**config.mk**
```make
export PLATFORM = sky130hd
export DESIGN_NAME = ascii_command_frame_parser_core_flat
export DESIGN_NICKNAME = d
export VERILOG_FILES = /design/src/rtl/acfp_pkg.sv /design/src/rtl/acfp_intf.sv /design/src/rtl/acfp_front.sv /design/src/rtl/acfp_queue.sv /design/src/rtl/acfp_back.sv /design/src/rtl/acfp_result.sv /design/src/rtl/ascii_command_frame_parser_core.sv /design/src/flat_wrapper.sv
export SDC_FILE = /design/constraint.sdc
export NUM_CORES = 1
export LEC_CHECK = 0
export ABC_CLOCK_PERIOD_IN_PS = 12500
export BUFFER_PORTS_ARGS = -buffer_cell sky130_fd_sc_hd__buf_2
export CORE_MARGIN = 2
export CORE_UTILIZATION = 60
export CTS_CLUSTER_SIZE = 14
export DETAILED_ROUTE_END_ITERATION = 8
export PLACE_DENSITY = 0.79
export SLEW_MARGIN = 5
export SYNTH_ARGS = -nofsm -noshare
export SYNTH_HDL_FRONTEND = slang
export SYNTH_SLANG_ARGS = --single-unit
```
**constraint.sdc**
```tcl
create_clock -name clk -period 12.5 [get_ports clk]
set_input_delay 0.625 -clock clk [delete_from_list [all_inputs] [get_ports clk]]
set_output_delay 0.625 -clock clk [all_outputs]
set_load 0.01 [all_outputs]
```
**src/rtl/acfp_pkg.sv**
```systemverilog
// ----------------------------------------------------------------------------
// acfp_pkg
// Shared types and constants of the ASCII command frame parser.
// ----------------------------------------------------------------------------
package acfp_pkg;

  // characters with a meaning of their own
  localparam logic [7:0] CH_HASH  = 8'h23;
  localparam logic [7:0] CH_COMMA = 8'h2C;
  localparam logic [7:0] CH_CR    = 8'h0D;
  localparam logic [7:0] CH_SPACE = 8'h20;
  localparam logic [7:0] CH_TAB   = 8'h09;
  localparam logic [7:0] CH_PLUS  = 8'h2B;
  localparam logic [7:0] CH_MINUS = 8'h2D;
  localparam logic [7:0] CH_ZERO  = 8'h30;
  localparam logic [7:0] CH_NINE  = 8'h39;

  localparam int NUM_FIELDS = 5;
  localparam int FIELD_W    = 3;
  localparam int COMMA_W    = 3;
  localparam int CNT_W      = 3;
  localparam int MAG_W      = 17;
  localparam int VAL_W      = 18;

  localparam logic [CNT_W-1:0]   TYPE_CHARS = 3'd2;
  localparam logic [CNT_W-1:0]   DATA_CHARS = 3'd5;
  localparam logic [COMMA_W-1:0] COMMA_MAX  = 3'd6;
  localparam logic [COMMA_W-1:0] COMMA_LAST_FIELD = 3'd5;

  localparam int QUEUE_DEPTH = 4;

  // time/1000 as (time * ceil(2^27/1000)) >> 27, exact below 493448
  localparam int               RECIP_SHIFT = 27;
  localparam logic [17:0]      RECIP_1000  = 18'd134218;
  localparam logic [7:0]       TIMER_BIAS  = 8'd30;
  localparam logic signed [VAL_W-1:0] CTRL_BASE = 18'sd100;

  typedef enum logic [2:0] {
    KIND_NONE    = 3'd0,
    KIND_CONTROL = 3'd1,
    KIND_FAULT   = 3'd2,
    KIND_ANGLES  = 3'd3,
    KIND_LINE    = 3'd4,
    KIND_DATE    = 3'd5,
    KIND_TIME    = 3'd6
  } kind_t;

  typedef enum logic [2:0] {
    CLS_SPACE,
    CLS_PLUS,
    CLS_MINUS,
    CLS_DIGIT,
    CLS_OTHER
  } cls_t;

  // classified character, front to back
  typedef struct packed {
    logic               feed;
    logic [FIELD_W-1:0] field;
    cls_t               cls;
    logic [3:0]         digit;
    logic               last;
  } entry_t;

  // field snapshot at the end of a buffer
  typedef struct packed {
    kind_t                   kind;
    logic signed [VAL_W-1:0] a;
    logic signed [VAL_W-1:0] b;
    logic signed [VAL_W-1:0] c;
    logic signed [VAL_W-1:0] d;
    logic                    d_pos;
    logic [MAG_W-1:0]        d_mag;
  } snap_t;

endpackage

```
**src/rtl/acfp_intf.sv**
```systemverilog
// ----------------------------------------------------------------------------
// acfp channel interfaces
// Received byte channel and decoded frame channel, valid/ready handshake.
// ----------------------------------------------------------------------------
interface acfp_rx_if;
  logic       valid;
  logic       ready;
  logic [7:0] rx_byte;
  logic       buffer_end;

  modport source (output valid, output rx_byte, output buffer_end, input ready);
  modport sink   (input valid, input rx_byte, input buffer_end, output ready);
endinterface

interface acfp_res_if;
  logic              valid;
  logic              ready;
  logic [2:0]        frame_kind;
  logic signed [17:0] value_a;
  logic signed [17:0] value_b;
  logic signed [17:0] value_c;
  logic signed [17:0] value_d;
  logic [7:0]        timer_load;
  logic              timer_start;

  modport source (output valid, output frame_kind, output value_a, output value_b,
                  output value_c, output value_d, output timer_load,
                  output timer_start, input ready);
  modport sink   (input valid, input frame_kind, input value_a, input value_b,
                  input value_c, input value_d, input timer_load,
                  input timer_start, output ready);
endinterface

```
**src/rtl/acfp_front.sv**
```systemverilog
// ----------------------------------------------------------------------------
// acfp_front
// Frame tracking: start mark, comma count, end of frame and buffer length.
// Classifies each byte and tags the field it belongs to.
// ----------------------------------------------------------------------------
module acfp_front #(
  parameter int BUFFER_LEN = 32
) (
  input  logic            clk,
  input  logic            rst,
  acfp_rx_if.sink         rx,
  input  logic            q_ready,
  output logic            push,
  output acfp_pkg::entry_t push_entry
);

  localparam int BCW = $clog2(BUFFER_LEN);

  logic                          started, started_next;
  logic                          finished, finished_next;
  logic [acfp_pkg::COMMA_W-1:0]  comma_count, comma_count_next;
  logic [BCW-1:0]                byte_count, byte_count_next;
  logic [7:0]                    c;
  logic                          last;
  logic                          is_digit;

  assign c        = rx.rx_byte;
  assign rx.ready = q_ready;
  assign push     = rx.valid && q_ready;
  assign is_digit = (c >= acfp_pkg::CH_ZERO) && (c <= acfp_pkg::CH_NINE);
  assign last     = rx.buffer_end || (byte_count >= BCW'(BUFFER_LEN - 1));

  always_comb begin
    push_entry.feed  = !finished && started && (c != acfp_pkg::CH_CR) &&
                       (c != acfp_pkg::CH_COMMA) && (comma_count != '0) &&
                       (comma_count <= acfp_pkg::COMMA_LAST_FIELD);
    push_entry.field = comma_count - 3'd1;
    push_entry.digit = c[3:0];
    push_entry.last  = last;
    if (c == acfp_pkg::CH_SPACE || (c >= acfp_pkg::CH_TAB && c <= acfp_pkg::CH_CR)) begin
      push_entry.cls = acfp_pkg::CLS_SPACE;
    end else if (c == acfp_pkg::CH_PLUS) begin
      push_entry.cls = acfp_pkg::CLS_PLUS;
    end else if (c == acfp_pkg::CH_MINUS) begin
      push_entry.cls = acfp_pkg::CLS_MINUS;
    end else if (is_digit) begin
      push_entry.cls = acfp_pkg::CLS_DIGIT;
    end else begin
      push_entry.cls = acfp_pkg::CLS_OTHER;
    end
  end

  always_comb begin
    started_next     = started;
    finished_next    = finished;
    comma_count_next = comma_count;
    byte_count_next  = byte_count + 1'b1;
    if (!finished) begin
      if (started) begin
        if (c == acfp_pkg::CH_CR) begin
          finished_next = 1'b1;
        end else if (c == acfp_pkg::CH_COMMA && comma_count < acfp_pkg::COMMA_MAX) begin
          comma_count_next = comma_count + 1'b1;
        end
      end
      if (c == acfp_pkg::CH_HASH) begin
        started_next = 1'b1;
      end
    end
    // end of buffer: everything back to idle
    if (last) begin
      started_next     = 1'b0;
      finished_next    = 1'b0;
      comma_count_next = '0;
      byte_count_next  = '0;
    end
  end

  always_ff @(posedge clk) begin
    if (rst) begin
      started     <= 1'b0;
      finished    <= 1'b0;
      comma_count <= '0;
      byte_count  <= '0;
    end else if (push) begin
      started     <= started_next;
      finished    <= finished_next;
      comma_count <= comma_count_next;
      byte_count  <= byte_count_next;
    end
  end

endmodule

```
**src/rtl/acfp_queue.sv**
```systemverilog
// ----------------------------------------------------------------------------
// acfp_queue
// Short FIFO of classified characters between front and back.
// ----------------------------------------------------------------------------
module acfp_queue (
  input  logic             clk,
  input  logic             rst,
  input  logic             push,
  input  acfp_pkg::entry_t push_entry,
  output logic             push_ready,
  input  logic             pop,
  output logic             pop_valid,
  output acfp_pkg::entry_t pop_entry
);

  localparam int PW = $clog2(acfp_pkg::QUEUE_DEPTH);
  localparam int CW = $clog2(acfp_pkg::QUEUE_DEPTH + 1);

  acfp_pkg::entry_t slot [acfp_pkg::QUEUE_DEPTH];
  logic [PW-1:0]    wr_ptr, rd_ptr;
  logic [CW-1:0]    count;
  logic             do_push, do_pop;

  assign push_ready = (count != CW'(acfp_pkg::QUEUE_DEPTH));
  assign pop_valid  = (count != '0);
  assign pop_entry  = slot[rd_ptr];
  assign do_push    = push && push_ready;
  assign do_pop     = pop && pop_valid;

  always_ff @(posedge clk) begin
    if (do_push) begin
      slot[wr_ptr] <= push_entry;
    end
  end

  always_ff @(posedge clk) begin
    if (rst) begin
      wr_ptr <= '0;
      rd_ptr <= '0;
      count  <= '0;
    end else begin
      if (do_push) begin
        wr_ptr <= wr_ptr + 1'b1;
      end
      if (do_pop) begin
        rd_ptr <= rd_ptr + 1'b1;
      end
      if (do_push && !do_pop) begin
        count <= count + 1'b1;
      end else if (do_pop && !do_push) begin
        count <= count - 1'b1;
      end
    end
  end

endmodule

```
**src/rtl/acfp_back.sv**
```systemverilog
// ----------------------------------------------------------------------------
// acfp_back
// Per-field number decoders (spaces, sign, digits). On the last byte of a
// buffer the decoded fields are captured and the decoders cleared.
// ----------------------------------------------------------------------------
module acfp_back (
  input  logic             clk,
  input  logic             rst,
  input  logic             q_valid,
  input  acfp_pkg::entry_t q_entry,
  output logic             pop,
  input  logic             adv,
  output logic             snap_valid,
  output acfp_pkg::snap_t  snap
);

  typedef enum logic [1:0] {
    PH_SKIP,
    PH_SIGN,
    PH_DIGITS,
    PH_DONE
  } phase_t;

  localparam int NF = acfp_pkg::NUM_FIELDS;
  localparam int MW = acfp_pkg::MAG_W;
  localparam int VW = acfp_pkg::VAL_W;

  logic [acfp_pkg::CNT_W-1:0] cnt [NF];
  phase_t                     phase [NF];
  logic                       neg [NF];
  logic [MW-1:0]              mag [NF];

  logic [acfp_pkg::CNT_W-1:0] cnt_upd [NF];
  phase_t                     phase_upd [NF];
  logic                       neg_upd [NF];
  logic [MW-1:0]              mag_upd [NF];

  logic                       take_last;
  acfp_pkg::snap_t            snap_new;
  logic [MW-1:0]              dig;

  // last entries need room in the result pipeline, the rest drain freely
  assign pop       = q_valid && (!q_entry.last || adv);
  assign take_last = pop && q_entry.last;
  assign dig       = MW'(q_entry.digit);

  always_comb begin
    for (int i = 0; i < NF; i++) begin
      cnt_upd[i]   = cnt[i];
      phase_upd[i] = phase[i];
      neg_upd[i]   = neg[i];
      mag_upd[i]   = mag[i];
      if (pop && q_entry.feed && q_entry.field == acfp_pkg::FIELD_W'(i) &&
          cnt[i] < ((i == 0) ? acfp_pkg::TYPE_CHARS : acfp_pkg::DATA_CHARS)) begin
        cnt_upd[i] = cnt[i] + 1'b1;
        case (phase[i])
          PH_SKIP: begin
            case (q_entry.cls)
              acfp_pkg::CLS_SPACE: phase_upd[i] = PH_SKIP;
              acfp_pkg::CLS_PLUS:  phase_upd[i] = PH_SIGN;
              acfp_pkg::CLS_MINUS: begin
                neg_upd[i]   = 1'b1;
                phase_upd[i] = PH_SIGN;
              end
              acfp_pkg::CLS_DIGIT: begin
                mag_upd[i]   = dig;
                phase_upd[i] = PH_DIGITS;
              end
              default: phase_upd[i] = PH_DONE;
            endcase
          end
          PH_SIGN: begin
            if (q_entry.cls == acfp_pkg::CLS_DIGIT) begin
              mag_upd[i]   = dig;
              phase_upd[i] = PH_DIGITS;
            end else begin
              phase_upd[i] = PH_DONE;
            end
          end
          PH_DIGITS: begin
            if (q_entry.cls == acfp_pkg::CLS_DIGIT) begin
              // x*10 as shifts, wraps at the accumulator width
              mag_upd[i] = (mag[i] << 3) + (mag[i] << 1) + dig;
            end else begin
              phase_upd[i] = PH_DONE;
            end
          end
          default: phase_upd[i] = PH_DONE;
        endcase
      end
    end
  end

  always_comb begin
    snap_new.a     = neg_upd[1] ? -VW'({1'b0, mag_upd[1]}) : VW'({1'b0, mag_upd[1]});
    snap_new.b     = neg_upd[2] ? -VW'({1'b0, mag_upd[2]}) : VW'({1'b0, mag_upd[2]});
    snap_new.c     = neg_upd[3] ? -VW'({1'b0, mag_upd[3]}) : VW'({1'b0, mag_upd[3]});
    snap_new.d     = neg_upd[4] ? -VW'({1'b0, mag_upd[4]}) : VW'({1'b0, mag_upd[4]});
    snap_new.d_pos = !neg_upd[4] && (mag_upd[4] != '0);
    snap_new.d_mag = mag_upd[4];
    snap_new.kind  = acfp_pkg::KIND_NONE;
    // a negative type never matches a known code
    if (!neg_upd[0]) begin
      case (mag_upd[0])
        MW'(1):  snap_new.kind = acfp_pkg::KIND_CONTROL;
        MW'(2):  snap_new.kind = acfp_pkg::KIND_FAULT;
        MW'(3):  snap_new.kind = acfp_pkg::KIND_ANGLES;
        MW'(4):  snap_new.kind = acfp_pkg::KIND_LINE;
        MW'(6):  snap_new.kind = acfp_pkg::KIND_DATE;
        MW'(7):  snap_new.kind = acfp_pkg::KIND_TIME;
        default: snap_new.kind = acfp_pkg::KIND_NONE;
      endcase
    end
  end

  always_ff @(posedge clk) begin
    if (rst) begin
      for (int i = 0; i < NF; i++) begin
        cnt[i]   <= '0;
        phase[i] <= PH_SKIP;
        neg[i]   <= 1'b0;
        mag[i]   <= '0;
      end
    end else begin
      for (int i = 0; i < NF; i++) begin
        if (take_last) begin
          cnt[i]   <= '0;
          phase[i] <= PH_SKIP;
          neg[i]   <= 1'b0;
          mag[i]   <= '0;
        end else begin
          cnt[i]   <= cnt_upd[i];
          phase[i] <= phase_upd[i];
          neg[i]   <= neg_upd[i];
          mag[i]   <= mag_upd[i];
        end
      end
    end
  end

  always_ff @(posedge clk) begin
    if (rst) begin
      snap_valid <= 1'b0;
    end else if (adv) begin
      snap_valid <= take_last;
    end
  end

  always_ff @(posedge clk) begin
    if (adv && take_last) begin
      snap <= snap_new;
    end
  end

endmodule

```
**src/rtl/acfp_result.sv**
```systemverilog
// ----------------------------------------------------------------------------
// acfp_result
// Frame kind post-processing: control inversion, unused fields cleared,
// fault timer load. Two stages ending in the output register.
// ----------------------------------------------------------------------------
module acfp_result (
  input  logic            clk,
  input  logic            rst,
  input  logic            snap_valid,
  input  acfp_pkg::snap_t snap,
  output logic            adv,
  acfp_res_if.source      res
);

  localparam int VW = acfp_pkg::VAL_W;
  localparam int PRW = acfp_pkg::MAG_W + 18;

  logic                   p2_valid;
  logic [2:0]             p2_kind;
  logic signed [VW-1:0]   p2_a, p2_b, p2_c, p2_d;
  logic                   p2_start;
  logic [7:0]             p2_quot;

  logic signed [VW-1:0]   a_fin, b_fin, c_fin, d_fin;
  logic [PRW-1:0]         prod;

  assign adv  = !res.valid || res.ready;
  assign prod = PRW'(snap.d_mag) * PRW'(acfp_pkg::RECIP_1000);

  always_comb begin
    a_fin = snap.a;
    b_fin = snap.b;
    c_fin = snap.c;
    d_fin = snap.d;
    case (snap.kind)
      acfp_pkg::KIND_CONTROL: begin
        b_fin = acfp_pkg::CTRL_BASE - snap.b;
        d_fin = acfp_pkg::CTRL_BASE - snap.d;
      end
      acfp_pkg::KIND_FAULT, acfp_pkg::KIND_ANGLES: begin
      end
      acfp_pkg::KIND_LINE: begin
        c_fin = '0;
        d_fin = '0;
      end
      acfp_pkg::KIND_DATE, acfp_pkg::KIND_TIME: begin
        d_fin = '0;
      end
      default: begin
        a_fin = '0;
        b_fin = '0;
        c_fin = '0;
        d_fin = '0;
      end
    endcase
  end

  always_ff @(posedge clk) begin
    if (rst) begin
      p2_valid  <= 1'b0;
      res.valid <= 1'b0;
    end else if (adv) begin
      p2_valid  <= snap_valid;
      res.valid <= p2_valid;
    end
  end

  always_ff @(posedge clk) begin
    if (adv) begin
      p2_kind  <= snap.kind;
      p2_a     <= a_fin;
      p2_b     <= b_fin;
      p2_c     <= c_fin;
      p2_d     <= d_fin;
      p2_start <= (snap.kind == acfp_pkg::KIND_FAULT) && snap.d_pos;
      p2_quot  <= prod[acfp_pkg::RECIP_SHIFT +: 8];

      res.frame_kind  <= p2_kind;
      res.value_a     <= p2_a;
      res.value_b     <= p2_b;
      res.value_c     <= p2_c;
      res.value_d     <= p2_d;
      res.timer_start <= p2_start;
      res.timer_load  <= p2_start ? (p2_quot + acfp_pkg::TIMER_BIAS) : 8'd0;
    end
  end

endmodule

```
**src/rtl/ascii_command_frame_parser_core.sv**
```systemverilog
// ----------------------------------------------------------------------------
// ascii_command_frame_parser_core
// Decodes one '#'-started, comma-separated command frame per received buffer
// into a frame kind, four values and a fault timer load.
//
//   port  dir  width  contents
//   rx    in   8+1    rx_byte, buffer_end           (valid/ready)
//   res   out  3+4x18+8+1  frame_kind, value_a..d, timer_load, timer_start
//
// One byte per cycle sustained. After the buffer's last byte is taken, its result
// passes through queue, field capture, fixup/reciprocal multiply and output.
// A stalled result only holds last bytes; other bytes keep draining into the
// 4-entry queue, so rx.ready drops only once the queue fills.
// Reset (rst, synchronous) empties queue and pipeline and clears all fields.
// ----------------------------------------------------------------------------
module ascii_command_frame_parser_core #(
  parameter int BUFFER_LEN = 32
) (
  input  logic       clk,
  input  logic       rst,
  acfp_rx_if.sink    rx,
  acfp_res_if.source res
);

  logic             push, q_ready;
  acfp_pkg::entry_t push_entry;
  logic             pop, q_valid;
  acfp_pkg::entry_t q_entry;
  logic             adv, snap_valid;
  acfp_pkg::snap_t  snap;

  acfp_front #(
    .BUFFER_LEN (BUFFER_LEN)
  ) u_front (
    .clk        (clk),
    .rst        (rst),
    .rx         (rx),
    .q_ready    (q_ready),
    .push       (push),
    .push_entry (push_entry)
  );

  acfp_queue u_queue (
    .clk        (clk),
    .rst        (rst),
    .push       (push),
    .push_entry (push_entry),
    .push_ready (q_ready),
    .pop        (pop),
    .pop_valid  (q_valid),
    .pop_entry  (q_entry)
  );

  acfp_back u_back (
    .clk        (clk),
    .rst        (rst),
    .q_valid    (q_valid),
    .q_entry    (q_entry),
    .pop        (pop),
    .adv        (adv),
    .snap_valid (snap_valid),
    .snap       (snap)
  );

  acfp_result u_result (
    .clk        (clk),
    .rst        (rst),
    .snap_valid (snap_valid),
    .snap       (snap),
    .adv        (adv),
    .res        (res)
  );

endmodule

```
**src/flat_wrapper.sv**
```systemverilog
// flat-port wrapper written by rule: the top's interface ports become plain ports
module ascii_command_frame_parser_core_flat 
#(
  parameter int BUFFER_LEN = 32
)
  (clk, rst, rx_valid, rx_rx_byte, rx_buffer_end, rx_ready, res_valid, res_frame_kind, res_value_a, res_value_b, res_value_c, res_value_d, res_timer_load, res_timer_start, res_ready);
  acfp_rx_if rx_i ();
  acfp_res_if res_i ();
  input  logic clk;
  input  logic rst;
  input wire logic [$bits(rx_i.valid)-1:0] rx_valid;
  input wire logic [$bits(rx_i.rx_byte)-1:0] rx_rx_byte;
  input wire logic [$bits(rx_i.buffer_end)-1:0] rx_buffer_end;
  output wire logic [$bits(rx_i.ready)-1:0] rx_ready;
  output wire logic [$bits(res_i.valid)-1:0] res_valid;
  output wire logic [$bits(res_i.frame_kind)-1:0] res_frame_kind;
  output wire logic [$bits(res_i.value_a)-1:0] res_value_a;
  output wire logic [$bits(res_i.value_b)-1:0] res_value_b;
  output wire logic [$bits(res_i.value_c)-1:0] res_value_c;
  output wire logic [$bits(res_i.value_d)-1:0] res_value_d;
  output wire logic [$bits(res_i.timer_load)-1:0] res_timer_load;
  output wire logic [$bits(res_i.timer_start)-1:0] res_timer_start;
  input wire logic [$bits(res_i.ready)-1:0] res_ready;
  assign rx_i.valid = rx_valid;
  assign rx_i.rx_byte = rx_rx_byte;
  assign rx_i.buffer_end = rx_buffer_end;
  assign rx_ready = rx_i.ready;
  assign res_valid = res_i.valid;
  assign res_frame_kind = res_i.frame_kind;
  assign res_value_a = res_i.value_a;
  assign res_value_b = res_i.value_b;
  assign res_value_c = res_i.value_c;
  assign res_value_d = res_i.value_d;
  assign res_timer_load = res_i.timer_load;
  assign res_timer_start = res_i.timer_start;
  assign res_i.ready = res_ready;
  ascii_command_frame_parser_core #(.BUFFER_LEN(BUFFER_LEN)) u_core (.clk(clk), .rst(rst), .rx(rx_i), .res(res_i));
endmodule
```
* Yosys cells after proc, flatten, opt, wreduce, memory -nomap -nowiden
Memory sizes are Yosys's and may differ from the RTL's. A register that Yosys moved wholly into a read port is not among the register bits.
Index checks and enable logic that the tools add are counted.
** Word-level totals
- Word-level logic and storage cells :: 362
- Bits of input ports :: 13
- Output and inout bits :: 86
- Memories :: 5
- Register bits :: 281
- Bits in writable memories :: 163
** Memories
- u_core.u_back.mag :: words 5, bits a word 17, read ports 5, clocked after Yosys merged registers in 0, write ports 5, RTL line acfp_back.sv:31 : logic [MW-1:0] mag [NF];
- u_core.u_queue.slot :: words 4, bits a word 12, read ports 1, clocked after Yosys merged registers in 1, write ports 1, RTL line acfp_queue.sv:19 : acfp_pkg::entry_t slot [acfp_pkg::QUEUE_DEPTH];
- u_core.u_back.cnt :: words 5, bits a word 3, read ports 5, clocked after Yosys merged registers in 0, write ports 5, RTL line acfp_back.sv:28 : logic [acfp_pkg::CNT_W-1:0] cnt [NF];
- u_core.u_back.phase :: words 5, bits a word 2, read ports 5, clocked after Yosys merged registers in 0, write ports 5, RTL line acfp_back.sv:29 : phase_t phase [NF];
- u_core.u_back.neg :: words 5, bits a word 1, read ports 5, clocked after Yosys merged registers in 0, write ports 5, RTL line acfp_back.sv:30 : logic neg [NF];
** Cells by class
- Bitwise gates (word level) :: 40
- Multiply operators :: 1
- Add/sub/neg operators :: 29
- Magnitude comparators :: 12
- Equality and inequality tests :: 40
- Mux-type cells :: 135
- Reductions and logical operators :: 65
** Operator list (number)
- 17-bit two-way mux :: 29
- 17-bit case mux with 2 select lines :: 5
- 17-bit adder :: 5
- 17-bit by 4-bit adder with 17-bit output :: 5
- 3-bit two-way mux :: 26
- 17-bit negation with 18-bit output :: 4
- 18-bit case mux with 2 select lines :: 2
- 17-bit by 3-bit == test with 1-bit output (second input constant) :: 3
- 2-bit two-way mux :: 22
- 1-bit two-way mux :: 43
- 8-bit by 6-bit == test with 1-bit output (second input constant) :: 5
- 1-bit OR :: 40
- 2-bit case mux with 3 select lines :: 6
- 8-bit by 18-bit subtractor with 18-bit output (first input constant) :: 2
- 17-bit by 2-bit == test with 1-bit output (second input constant) :: 2
- 17-bit by 17-bit multiplier with 34-bit output (second input constant) :: 1
- 1-bit logical AND :: 29
- 3-bit by 1-bit adder with 3-bit output (second input constant) :: 7
- 3-bit by 2-bit == test with 1-bit output (second input constant) :: 6
- 3-bit case mux with 6 select lines :: 1
- 17-bit by 1-bit == test with 1-bit output (second input constant) :: 1
- 17-bit nonzero test :: 1
- 3-bit less-than comparator (second input constant) :: 5
- 2-bit OR reduction :: 7
- other kinds (32) :: 65

* Depth between registers and ports, before layout
Gate-level depths: netlist of the first run.
- Depth after elaboration :: 10
- Gate-level depth with buffers :: 20
- Gate-level depth less buffers :: 20

* Modules after synthesis
From an unflattened synthesis of the first run, not the netlist that was laid out.
** Unflattened totals
- Cell total of the unflattened synthesis :: 2419
- Area, all modules :: 27488.9 um^2
** Modules (own cells, without submodules)
- acfp_back :: cells an instance 1379, times used 1, sequential area each 6236.0 um^2, area each 14310.0 um^2
- acfp_result :: cells an instance 833, times used 1, sequential area each 5084.9 um^2, area each 10162.2 um^2
- acfp_queue :: cells an instance 110, times used 1, sequential area each 1621.6 um^2, area each 2220.9 um^2
- acfp_front :: cells an instance 97, times used 1, sequential area each 200.2 um^2, area each 795.8 um^2

* Worst setup path after synthesis of the first run
Ideal clock, no wire load.
- Kind :: flip-flop to flip-flop
- Start :: register u_core.u_back.snap[6] (netlist name)
- End :: register u_core.u_result.p2_quot[6] (data pin)
- Data required time :: 12239 ps
- Arrival :: 4693 ps
- Path buffers :: 0
- Cell stages (with the launch flop) :: 18
- Setup slack :: 7546 ps
- Clock period less this slack :: 4954 ps
- Setup time :: 261 ps
- Path through :: edfxtp_1 > ha_1 > ha_1 > fa_1 > inv_1 > fa_1 > fa_1 > inv_1 > fa_1 > ha_1 > a21o_1 > a21o_1 > a221oi_1 > o21ai_0 > nor3_1 > o31ai_1 > o21ai_0 > xnor2_1
** On the way
- Longest elaborated chain between the ends :: 1
** RTL lines
- 17-bit by 17-bit multiplier with 34-bit output :: RTL line acfp_result.sv:28 : assign prod = PRW'(snap.d_mag) * PRW'(acfp_pkg::RECIP_1000);
- via u_core.u_result.prod[33] :: RTL line acfp_result.sv:25 : logic [PRW-1:0] prod;
- to (signal assigned) :: RTL line acfp_result.sv:76 : p2_quot <= prod[acfp_pkg::RECIP_SHIFT +: 8];
- to (decl) :: RTL line acfp_result.sv:22 : logic [7:0] p2_quot;
The timed path passes the listed nets, and every way through them passes these cells.
A chain may end at the register's enable or synchronous reset.

==> results of run 1 <==
==> cell usage in the layout (no fill, tap or decap), types with 45 or more instances in the layout <==
cell type	instances
a21oi_1	95
and2_1	91
buf_2	98
clkbuf_16	48
conb_1	90
edfxtp_1	423
fa_1	53
ha_1	302
inv_1	175
nand2_1	134
nor2_1	216
nor3_1	45
o21ai_0	151
xnor2_1	86
xor2_1	49
==> sequential cells by signal, summed over array words and instances (netlist names), 8 cells and up, named ones only <==
register	count
u_core.u_back.snap	92
u_core.u_back.mag	85
u_core.u_queue.slot	48
u_core.u_result.p2_a	18
u_core.u_result.p2_b	18
u_core.u_result.p2_c	18
u_core.u_result.p2_d	18
u_core.u_result.res.value_a	18
u_core.u_result.res.value_b	18
u_core.u_result.res.value_c	18
u_core.u_result.res.value_d	18
u_core.u_back.cnt	15
u_core.u_back.phase	10
u_core.u_result.p2_quot	8
u_core.u_result.res.timer_load	8
==> how the worst max path moves through the flow <==
stage                                      end  slack (ns)  cells after the start
global route            u_core.u_back.snap[92]        6.43                     12
CTS                     u_core.u_back.snap[92]        6.90                     12
floorplan           u_core.u_result.p2_quot[6]        7.55                     17
detailed placement      u_core.u_back.snap[92]        6.95                     12
finish                  u_core.u_back.snap[92]        6.96                     12
global placement        u_core.u_back.snap[34]        7.07                     14
==> cell type report <==
class | instances | share of cell area
Multi-Input combinational cell | 1818 | 0.450
Sequential cell | 445 | 0.432
Clock buffer | 55 | 0.0404
Tap cell | 600 | 0.0247
Inverter | 179 | 0.0224
Timing Repair Buffer | 110 | 0.0191
Clock inverter | 33 | 0.0111
==> layer usage <==
metal	global-route usage	vias to the layer above	wire [um]
met2	0.411	675	27500
met3	0.0365	123	3580
met4	0.0766	0	1450
li1	-	9184	-
met5	0	-	0
met1	0.321	9203	24200
==> stage by stage <==
| stage | util | std cells | hold WS (ns) |
|---|---|---|---|
| 6_report | 0.671 | 3240 | 0.321 |
| 5_1_grt | 0.671 | 3240 | 0.327 |
| 4_1_cts | 0.671 | 3240 | 0.297 |
| 3_5_place_dp | 0.637 | 3152 | 0.405 |
| 3_3_place_gp | 0.637 | 3152 | 0.400 |
| 2_1_floorplan | - | 2511 | 0.400 |
==> kinds of logic after synthesis <==
| kind of cell | after synthesis |
|---|---|
| multiplexers | 36 |
| adder cells (fa/ha/maj) | 355 |
| AND/OR/NAND/NOR | 712 |
| XOR/XNOR | 135 |
| other | 1 |
| buffers and inverters | 248 |
| flip-flops | 445 |
| AO/OA/AOI/OAI | 490 |
==> report_power, final <==
part           leakage, nW  switching [mW]  internal (mW)
registers             4.56           0.301           2.26
clock network        0.759           0.586          0.814
logic                 7.71            2.35           1.71
total                 13.0            3.24           4.79
==> impl_metrics.ini, run 1 <==
[global_routing]
grt-ovfl-total = 0
grt_pass1_vias = 18900
grt_pass1_wl_mm = 93.0
grtUsageTotal = 0.242
grt_max_degree = 82
antenna_found_initial = 0

[sta]
grt_setup_unrepaired = false
drv_slew = 0
finalCritPeriodShare = 0.444
relSlewSlack = 0.236
fin_crit_ns = 5.54
fmax_mhz = 180
fin_ws_ns = 6.96
hold_viol = 0
clock_skew_ns = 0.0158
worstMarginPinSlew_ns = 1.14
finalSetupViolations = 0
setup_tns_ns = 0

[synth]
async_flop_share = 0
ys.warnings.count = 0
synth_common_cells = edfxtp_1 (423), ha_1 (302), nor2_1 (217), inv_1 (177), o21ai_0 (151)
synth_top_cell_by_area = edfxtp_1
synth_most_common_cell = edfxtp_1
synth_cells = 2422
synth_top_family_by_area = adder cells
ys.flop_type = edfxtp_1
synth-xor-area-share = 0.0431
synth_cell_types = 92
synth-seq-cells = 445
synth.area.mux_share = 0.0183
synth_compound_area_frac = 0.116
synthesis.area_mm2 = 0.0274
avgSynthCellArea_um2 = 11.3
synthAdderAreaFrac = 0.176
synthTopCellsByArea = edfxtp_1 (46%), ha_1 (14%), fa_1 (3.9%)
netlist.area_leader.share = 0.463
synthSimpleGateAreaFrac = 0.132
ys_seq_area_frac = 0.479
synth-edff-count = 423

[final_layout]
diodes = 0
ff_latch_area_mm2 = 0.0131
fin_area_mm2 = 0.0304
drive_above_1_share = 0.0890
multi_input_area_mm2 = 0.0137
fillerInstances = 3376
area_delta_synth_final_pct = 10.8
fin_nets = 2970

[setup_path]
arrival_ns = 5.96
worst_path_largest_cell_delay_ns = 0.87
crit_path_frequent_cell = a21o_1
worst_path_dominant_cell_family = compound AO/OA/AOI/OAI gates
slowest_stage = dfxtp_1
rr_worst_depth = 12
reg2reg_slack_ns = 6.96
cp_max_fo = 13
setup.worst_path.end_class = register
critPathKind = register to register
worst_setup_path_start_kind = register
critPathRequiredTime_ns = 12.92
timing.rr.end = u_core.u_back.snap[92]
path_cells = mux4_2 -> fa_1 -> fa_1 -> a21o_1 -> a21o_1 -> a2111oi_0 -> o211ai_1 -> a21o_1 -> a32oi_1 -> nand4_1 -> nor4_1 -> nor3b_1
cp_num_buf_inv = 0

[pwr]
leakage_nw = 13.0
p_per_area_mw_per_mm2 = 264
p_total_mw = 8.03
peakVddDrop_mv = 0.414

[min_path]
hp-start = rx_rx_byte[3]
hold_depth = 1
whs_endpoint = u_core.u_queue.slot[2][4]
worstHoldPathType = primary input to register

[placed_design]
io_buffers = 98
dpl_cell_area_mm2 = 0.0288
dpl.hpwl_mm = 41.5
gp_congestion = 0.889
post-place-ws_ns = 6.95

[outcome]
status = complete, no violations

[floorplan]
io_pins = 99
die_w_um = 218
num_rows = 78
die_area_mm2 = 0.0475
core-area_mm2 = 0.0453
initial_core_util = 0.606
die_y_um = 218

[clocking]
cts.sinks = 445
clock_path_buffers = 3
clk_pin_slew_ns = 0.06
cts_buffers = 48
h-tree-depth = 2
root_buffer = clkbuf_16
postCtsHoldBufs = 0
post_cts_buffers = 0
cts_resized = 0
clk_latency_ns = 0.59
cts_tree = built

[drt]
drt-total-wl_mm = 56.8
ant_nets = 0
drt_iter0_drc = 1350
dr.pass1.iters = 7
routedWlPerCell_um = 17.5
vias = 19200
drc = 0
vias_per_cell = 5.92

[flow_run]
max-cap-violations = 0
Power figures use the tool's default switching activity.
==> run 2, diff against run 1 <==
- ABC_CLOCK_PERIOD_IN_PS: 12500 -> 5500
- clock period: 12.5 -> 5.5 ns (I/O delays scaled with it)
==> impl_metrics.ini, run 2 (same netlist as run 1, synthesis figures left out) <==
[floorplan]
die_y_um = 218
die_area_mm2 = 0.0475
num_rows = 78
io_pins = 99
die_w_um = 218
core-area_mm2 = 0.0453
initial_core_util = 0.606

[sta]
hold_viol = 0
fmax_mhz = 190
finalHoldWorstSlack_ns = 0.0275
fin_ws_ns = 0.250
finalCritPeriodShare = 0.955
drv_slew = 0
fin_crit_ns = 5.25
relSlewSlack = 0.250
clock_skew_ns = 0.0153
grt_setup_unrepaired = false
setup_tns_ns = 0
worstMarginPinSlew_ns = 1.12
finalSetupViolations = 0

[setup_path]
reg2reg_slack_ns = 0.25
critPathKind = register to register
rr_worst_depth = 17
worst_setup_path_start_kind = register
timing.rr.start = u_core.u_back.snap[6]
crit_path_frequent_cell = fa_1
path_depth = 17
cp_max_fo = 5
slowest_stage = fa_1
critPathRequiredTime_ns = 5.83
worst_path_dominant_cell_family = adder cells
setup.worst_path.end_class = register
worst_path_largest_cell_delay_ns = 0.54
cp_num_buf_inv = 2
path_cells = ha_1 -> ha_1 -> fa_1 -> inv_1 -> fa_1 -> fa_1 -> inv_1 -> fa_1 -> ha_1 -> a21o_1 -> a21o_1 -> a221oi_1 -> o21ai_0 -> nor3_2 -> o31ai_2 -> nor2_1 -> xnor2_1
arrival_ns = 5.58
timing.rr.end = u_core.u_result.p2_quot[5]

[pwr]
internal_power_mw = 11.2
power_frac_clock = 0.180
switching_share = 0.401
p_seq_frac = 0.309
leakage_nw = 13.2
power_frac_comb = 0.511
p_total_mw = 18.7
peakVddDrop_mv = 0.691
p_per_area_mw_per_mm2 = 607
p_switching_mw = 7.48

[placed_design]
io_buffers = 98
dpl.hpwl_mm = 42.6
post-place-ws_ns = 0.116
placed_cells = 3173
gp_congestion = 0.879

[min_path]
hold_depth = 1
whs_endpoint = u_core.u_queue.slot[3][2]
hp-start = rx_rx_byte[1]
worstHoldPathType = primary input to register

[outcome]
status = complete, no violations

[final_layout]
final_cell_mix = edfxtp_1 (423), ha_1 (302), nor2_1 (216)
area_delta_synth_final_pct = 12.0
diodes = 0
final-instance-count-excl-fill = 3269
multi_input_area_mm2 = 0.0137
ff_latch_area_mm2 = 0.0131
drive_above_1_share = 0.0997
fillerInstances = 3330
fin_nets = 3000
largest_register_ffs = 92
regMostFlops = u_core.u_back.snap
final_common_cell = edfxtp_1
top_regs = u_core.u_back.snap x92, u_core.u_back.mag x85, u_core.u_queue.slot x48

[global_routing]
grt_pass1_vias = 19200
grt-ovfl-total = 0
antenna_found_initial = 0
grt_pass1_wl_mm = 94.6
grtUsageTotal = 0.246
grt_max_degree = 73

[drt]
routedWlPerCell_um = 17.7
vias = 19300
drc = 0
drt-total-wl_mm = 58.0
drt_iter0_drc = 1633
dr.pass1.iters = 5
ant_nets = 0
vias_per_cell = 5.90

[clocking]
cts_buffers = 47
h-tree-depth = 2
clk_pin_slew_ns = 0.06
root_buffer = clkbuf_16
clock_path_buffers = 3
clk_latency_ns = 0.59
cts.sinks = 445
cts_tree = built

[flow_run]
max-cap-violations = 0
run 2: changes by cell type in the layout (fill, tap and decap cells not counted), sizes merged:
cell / delta
inv: +3
dlygate4sd3: +2
buf: +29
bufinv: +4
clkinvlp: -1
clkinv: -4
clkbuf: -4
run 2: how the worst max path moves through the flow:
| stage | from | endpoint |
|---|---|---|
| floorplan | u_core.u_back.snap[6] | u_core.u_result.p2_quot[6] |
| global placement | u_core.u_back.snap[6] | u_core.u_result.p2_quot[6] |
| detailed placement | u_core.u_back.snap[6] | u_core.u_result.p2_quot[6] |
| CTS | u_core.u_back.snap[6] | u_core.u_result.p2_quot[5] |
| global route | u_core.u_back.snap[6] | u_core.u_result.p2_quot[4] |
| finish | u_core.u_back.snap[6] | u_core.u_result.p2_quot[5] |
run 2: timing repair:
item,CTS,global route
setup endpoints to repair,0,6
resized for setup,0,4
hold buffers,2,0
endpoints found under the hold margin,8,0
buffers inserted,0,8
run 2: stage by stage:
step                      area (um2)  utilization
after floorplan                27800            -
after global placement         29000        0.640
after detailed placement       29000        0.640
after CTS                      30700        0.677
after global routing           30700        0.679
final                          30700        0.679
run 2: per-layer routing:
metal,part of all wire,vias to the layer above,global-route usage
li1,-,9253,-
met3,0.059,129,0.0368
met5,0,-,0
met4,0.029,0,0.0821
met2,0.49,631,0.421
met1,0.43,9261,0.321
run 2: power by group through the flow:
stage               Clock, mW  Sequential [mW]  Combinational [mW]
finish                   3.36             5.76                9.53
global placement            0             5.75                8.78
global route             3.55             5.88                10.9
CTS                      3.41             5.77                9.46
detailed placement          0             5.83                9.33
floorplan                   0             5.76                6.79
run 2: layout make-up:
cell class	instances	area share
repair buffers	141	0.0270
clock inverters	35	0.0145
well taps	600	0.0244
inverters	179	0.0221
flip-flops and latches	445	0.427
multi-input cells	1818	0.445
clock buffers	51	0.0391
